File: src/ibmcr_pkg.sv
package ibmcr_pkg;

  localparam int MAX_DET = 64;
  localparam int DET_AW = $clog2(MAX_DET);
  localparam int DET_CW = $clog2(MAX_DET + 1);

  localparam int CACHE_N = 64;
  localparam int CACHE_AW = $clog2(CACHE_N);
  localparam int CACHE_CW = $clog2(CACHE_N + 1);

  // Field widths are fixed by the item format.
  localparam int COORD_W = 20;
  localparam int CLS_W = 8;
  localparam int KEY_W = 32;
  localparam int OP_W = 2;
  localparam int SRC_W = 2;

  // A positive overlap span never exceeds a positive size, so it fits in
  // COORD_W-1 bits. Areas are products of two such spans.
  localparam int SPAN_W = COORD_W - 1;
  localparam int AREA_W = 2 * SPAN_W;
  localparam int UNI_W = AREA_W + 1;
  localparam int HALF_W = (UNI_W + 1) / 2;
  localparam int PROD_W = 4 * HALF_W;

  localparam logic [OP_W-1:0] OP_LOAD = 2'd0;
  localparam logic [OP_W-1:0] OP_QUERY = 2'd1;
  localparam logic [OP_W-1:0] OP_PRUNE = 2'd2;

  localparam logic [SRC_W-1:0] SRC_DET = 2'd0;
  localparam logic [SRC_W-1:0] SRC_CACHE = 2'd1;
  localparam logic [SRC_W-1:0] SRC_FALLBACK = 2'd2;

  typedef struct packed {
    logic signed [COORD_W-1:0] left;
    logic signed [COORD_W-1:0] top;
    logic signed [COORD_W-1:0] width;
    logic signed [COORD_W-1:0] height;
  } box_t;

  typedef struct packed {
    box_t box;
    logic [CLS_W-1:0] cls;
  } det_rec_t;

  typedef struct packed {
    logic en;
    logic first;
    det_rec_t rec;
  } det_wr_t;

  typedef struct packed {
    logic clear;
    logic start;
  } iou_ctl_t;

  typedef struct packed {
    logic en;
    logic new_key;
    logic [CACHE_AW-1:0] addr;
    logic [KEY_W-1:0] key;
    logic [CLS_W-1:0] cls;
  } cache_wr_t;

endpackage

File: src/ibmcr_cache.sv
module ibmcr_cache (
  input  logic                         clk,
  input  logic                         rst,
  input  logic                         rd_en,
  input  logic [ibmcr_pkg::CACHE_AW-1:0] rd_addr,
  output logic [ibmcr_pkg::KEY_W-1:0]  rd_key,
  output logic [ibmcr_pkg::CLS_W-1:0]  rd_cls,
  output logic [ibmcr_pkg::CACHE_N-1:0] valid,
  input  ibmcr_pkg::cache_wr_t         wr,
  input  logic                         prune
);
  import ibmcr_pkg::*;

  logic [KEY_W-1:0] key_mem [CACHE_N];
  logic [CLS_W-1:0] cls_mem [CACHE_N];
  logic [CACHE_N-1:0] active;

  always_ff @(posedge clk) begin
    if (rst) begin
      valid <= '0;
      active <= '0;
    end else if (prune) begin
      valid <= valid & active;
      active <= '0;
    end else if (wr.en) begin
      valid[wr.addr] <= 1'b1;
      active[wr.addr] <= 1'b1;
    end
  end

  always_ff @(posedge clk) begin
    if (wr.en && wr.new_key) begin
      key_mem[wr.addr] <= wr.key;
    end
    if (wr.en) begin
      cls_mem[wr.addr] <= wr.cls;
    end
    if (rd_en) begin
      rd_key <= key_mem[rd_addr];
      rd_cls <= cls_mem[rd_addr];
    end
  end

endmodule

File: config.mk
export PLATFORM = sky130hd
export DESIGN_NAME = ibmcr_cache
export DESIGN_NICKNAME = d
export VERILOG_FILES = /design/src/ibmcr_pkg.sv /design/src/ibmcr_cache.sv
export SDC_FILE = /design/constraint.sdc
export NUM_CORES = 2
export LEC_CHECK = 0
export ABC_CLOCK_PERIOD_IN_PS = 3470
export BUFFER_PORTS_ARGS = -buffer_cell sky130_fd_sc_hd__buf_4
export CAP_MARGIN = 0
export CORE_ASPECT_RATIO = 0.6
export CORE_MARGIN = 4
export CORE_UTILIZATION = 35
export DETAILED_ROUTE_END_ITERATION = 12
export SLEW_MARGIN = 20
export SYNTH_ARGS = -nofsm -noshare
export SYNTH_HDL_FRONTEND = slang
export SYNTH_SLANG_ARGS = --single-unit
File: constraint.sdc
create_clock -name clk -period 3.47 [get_ports clk]
set_input_delay 0.347 -clock clk [delete_from_list [all_inputs] [get_ports clk]]
set_output_delay 0.347 -clock clk [all_outputs]
set_load 0.01 [all_outputs]
==> impl_metrics.env <==
export IMPL_status="complete, no violations"
export IMPL_layout_commonest_cell="edfxtp_1"
export IMPL_slew_headroom=0.1938
export IMPL_final_setup_worst_slack_ps=607.6
export IMPL_hold_path_class="in -> reg"
export IMPL_worst_pin_slew_ps=1209
export IMPL_synth_cells=4702
export IMPL_synth_async_reset_ratio=0
export IMPL_fmax_ghz=0.3494
export IMPL_syn_area_sq_um=102800
export IMPL_cp_cell_sequence="buf_8 -> buf_12 -> buf_12 -> buf_12 -> mux4_2 -> a221oi_1 -> nand2_1 -> and3_1"
export IMPL_design_portCount=162
export IMPL_worstPathRequired_ps=4090
export IMPL_insertion_delay_ps=880
export IMPL_crit_path_start_kind="input port"
export IMPL_path_class="in -> reg"
export IMPL_syn_area_per_cell_sq_um=21.86
export IMPL_path_common_cell="buf_12"
export IMPL_r2r_start="key_mem[20][19]"
export IMPL_place_inst=8820
export IMPL_drive_gt1_frac=0.2935
export IMPL_fp_dieH_microns=427.8
export IMPL_leakage_uw=0.03716
export IMPL_cts_resized=0
export IMPL_overflow=0
export IMPL_cp_slowest_cell="a221oi_1"
export IMPL_hold_viol_final=0
export IMPL_drt_initial_drc_count=7725
export IMPL_p_per_area_nw_per_um2=551.1
export IMPL_drtPass1Iterations=6
export IMPL_hold_slack_ps=33.38
export IMPL_grt_usage=0.1916
export IMPL_reg2regPathDepth=4
export IMPL_area_growth_pct=15.97
export IMPL_first_global_vias=51250
export IMPL_critical_path_max_stage_delay_ps=710
export IMPL_reg2reg_slack_ps=930
export IMPL_yosys_warnings=0
export IMPL_hold_end="key_mem[0][14]"
export IMPL_fillers=25190
export IMPL_drv_cap=0
export IMPL_clock_skew_ps=53.34
export IMPL_cts_root_buf="clkbuf_16"
export IMPL_whs_path_depth=1
export IMPL_clk_pin_slew_worst_paths_ps=70
export IMPL_viasPerCell=5.705
export IMPL_cts_buffer_depth=4
export IMPL_die_area_sq_um=302700
export IMPL_yosysSeqAreaShare=0.7844
export IMPL_ant_nets=0
export IMPL_wire_per_inst_microns=31.83
export IMPL_fin_nets=5259
export IMPL_mostFrequentLayoutCells="edfxtp_1 (2600), mux4_2 (620), buf_4 (418)"
export IMPL_period_share=0.8249
export IMPL_min_from="wr[22]"
export IMPL_min_period_ps=2862
export IMPL_grt_pass1_wl_microns=408900
export IMPL_start_util=0.3533
export IMPL_cts_made_buffers=231
export IMPL_gp_congestion=0.8511
export IMPL_crit_buf_inv=4
export IMPL_routed_wl_microns=296300
export IMPL_cts_sinks=2728
export IMPL_cp_arrival_ps=3480
export IMPL_synth_enable_flop_cells=2600
export IMPL_synth_ff_type="edfxtp_1"
export IMPL_critPathMaxFanout=40
export IMPL_num_vias=53110
export IMPL_peakVddDrop_v=0.0004060
export IMPL_syn_nets=4760
export IMPL_h_tree_depth=4
export IMPL_rsz0062_at_grt="no"
export IMPL_core_area_sq_um=291000
export IMPL_path_delay_family="buffers and inverters"
export IMPL_yosysUniqueCellTypes=45
export IMPL_die_x_microns=707.7
export IMPL_antenna_found_initial=37
export IMPL_finalSetupViolations=0
export IMPL_rr_endpoint="rd_key[19]"
export IMPL_fin_cells=9310
export IMPL_maxSlewViolCount=0
export IMPL_io_buffers=161
export IMPL_rows=153
export IMPL_grt_max_degree=82
export IMPL_end_kind="flip-flop"
export IMPL_cts_tree="done"
export IMPL_pre_cts_ws_ps=-208.6
export IMPL_yosys_register_bits=2728
export IMPL_dp_hpwl_microns=179300
export IMPL_route_detailed_drc=0
==> state kept, by name, summed over array words and instances, names as in the netlist <==
register  count
rd_cls        8
key_mem    2048
rd_key       32
cls_mem     512
valid        64
active       64
==> power breakdown <==
part	internal, uW	total (uW)	switching [uW]
clock network	14000	25800	11800
logic	1260	3530	2270
registers	36200	36300	110
==> repair_timing <==
action	CTS	global route
hold buffers	23	0
setup buffers	0	0
endpoints found under the hold margin	304	0
==> cells in the mapped netlist, types with 2 or more instances <==
master | count | area share
buf_6 | 22 | 0.0024
mux2_2 | 30 | 0.0033
buf_8 | 2 | 0.00029
a21oi_1 | 73 | 0.0036
or3_1 | 2 | 0.00012
nand3_1 | 18 | 0.00088
mux2i_1 | 38 | 0.0037
and2_1 | 72 | 0.0044
inv_1 | 3 | 0.00011
clkbuf_1 | 117 | 0.0043
edfxtp_1 | 2600 | 0.76
nor3_1 | 19 | 0.00092
o311ai_1 | 5 | 0.00043
a211oi_1 | 28 | 0.0020
nor2_1 | 82 | 0.0030
buf_2 | 89 | 0.0043
nand2_1 | 164 | 0.0060
buf_1 | 16 | 0.00058
o21a_1 | 64 | 0.0047
nor2b_1 | 24 | 0.0015
nand2b_1 | 10 | 0.00061
or2_2 | 5 | 0.00030
o21ai_0 | 81 | 0.0039
a221oi_1 | 53 | 0.0045
or3b_2 | 2 | 0.00017
o22ai_1 | 90 | 0.0055
dfxtp_1 | 128 | 0.025
a22oi_1 | 88 | 0.0064
o221ai_1 | 63 | 0.0054
o21ai_1 | 2 | 0.000097
and3_1 | 44 | 0.0027
nand4_1 | 2 | 0.00012
nand3b_1 | 4 | 0.00029
buf_4 | 30 | 0.0022
a311oi_1 | 3 | 0.00026
mux4_2 | 620 | 0.14
==> area by class of cell <==
| type | count | area (sq um) | area share |
|---|---|---|---|
| repair buffers | 543 | 5403 | 0.04532 |
| clock buffers | 296 | 6213 | 0.05212 |
| clock inverters | 122 | 1117 | 0.009372 |
| multi-input cells | 1693 | 20870 | 0.1750 |
| well taps | 3875 | 4848 | 0.04067 |
| inverters | 4 | 16.27 | 0.0001364 |
| diodes | 49 | 122.6 | 0.001028 |
| flip-flops and latches | 2728 | 80640 | 0.6764 |
==> stage by stage <==
step                      instance area, sq um  power (uW)  TNS, ps    util
after floorplan                         102800       38640        0       -
final                                   119200       65700        0  0.4097
after global routing                    119100       67760        0  0.4093
after global placement                  111500       40450   -194.0  0.3832
after detailed placement                111500       40520   -208.6  0.3833
after CTS                               119100       66030        0  0.4092
==> worst register-to-register path, delay by kind of cell, from the launching register on <==
| kind | cells | cell delay, ps |
|---|---|---|
| compound gates | 1 | 710 |
| flops | 1 | 370 |
| mux | 1 | 450 |
| simple gates | 2 | 760 |
==> metal layers <==
layer,routed length [microns],vias to the layer above,track usage,part of all wire
met3,42860,348,0.07889,0.14
met4,4533,16,0.03218,0.015
met2,121500,3233,0.2575,0.41
met5,191,-,0.002357,0.00064
met1,127300,28610,0.2918,0.43
li1,-,20900,-,-
==> cells by family after synthesis <==
group	Yosys count	share of synthesized area
AO/OA/AOI/OAI	555	0.03732
AND/OR/NAND/NOR	450	0.02107
flip-flops	2728	0.7844
buffers and inverters	281	0.01442
multiplexers	688	0.1428
==> worst max path at each step <==
| stage | start | to | slack, ps | cells past startpoint |
|---|---|---|---|---|
| 2_1_floorplan | wr[44] | key_mem[26][0] | 460 | 4 |
| 3_3_place_gp | rd_addr[1] | rd_key[19] | -190 | 8 |
| 3_5_place_dp | rd_addr[1] | rd_key[19] | -210 | 8 |
| 4_1_cts | rd_addr[1] | rd_key[19] | 730 | 8 |
| 5_1_grt | rd_addr[1] | rd_key[19] | 490 | 8 |
| 6_report | rd_addr[1] | rd_key[19] | 610 | 8 |
(Power assumes the default switching activity.)
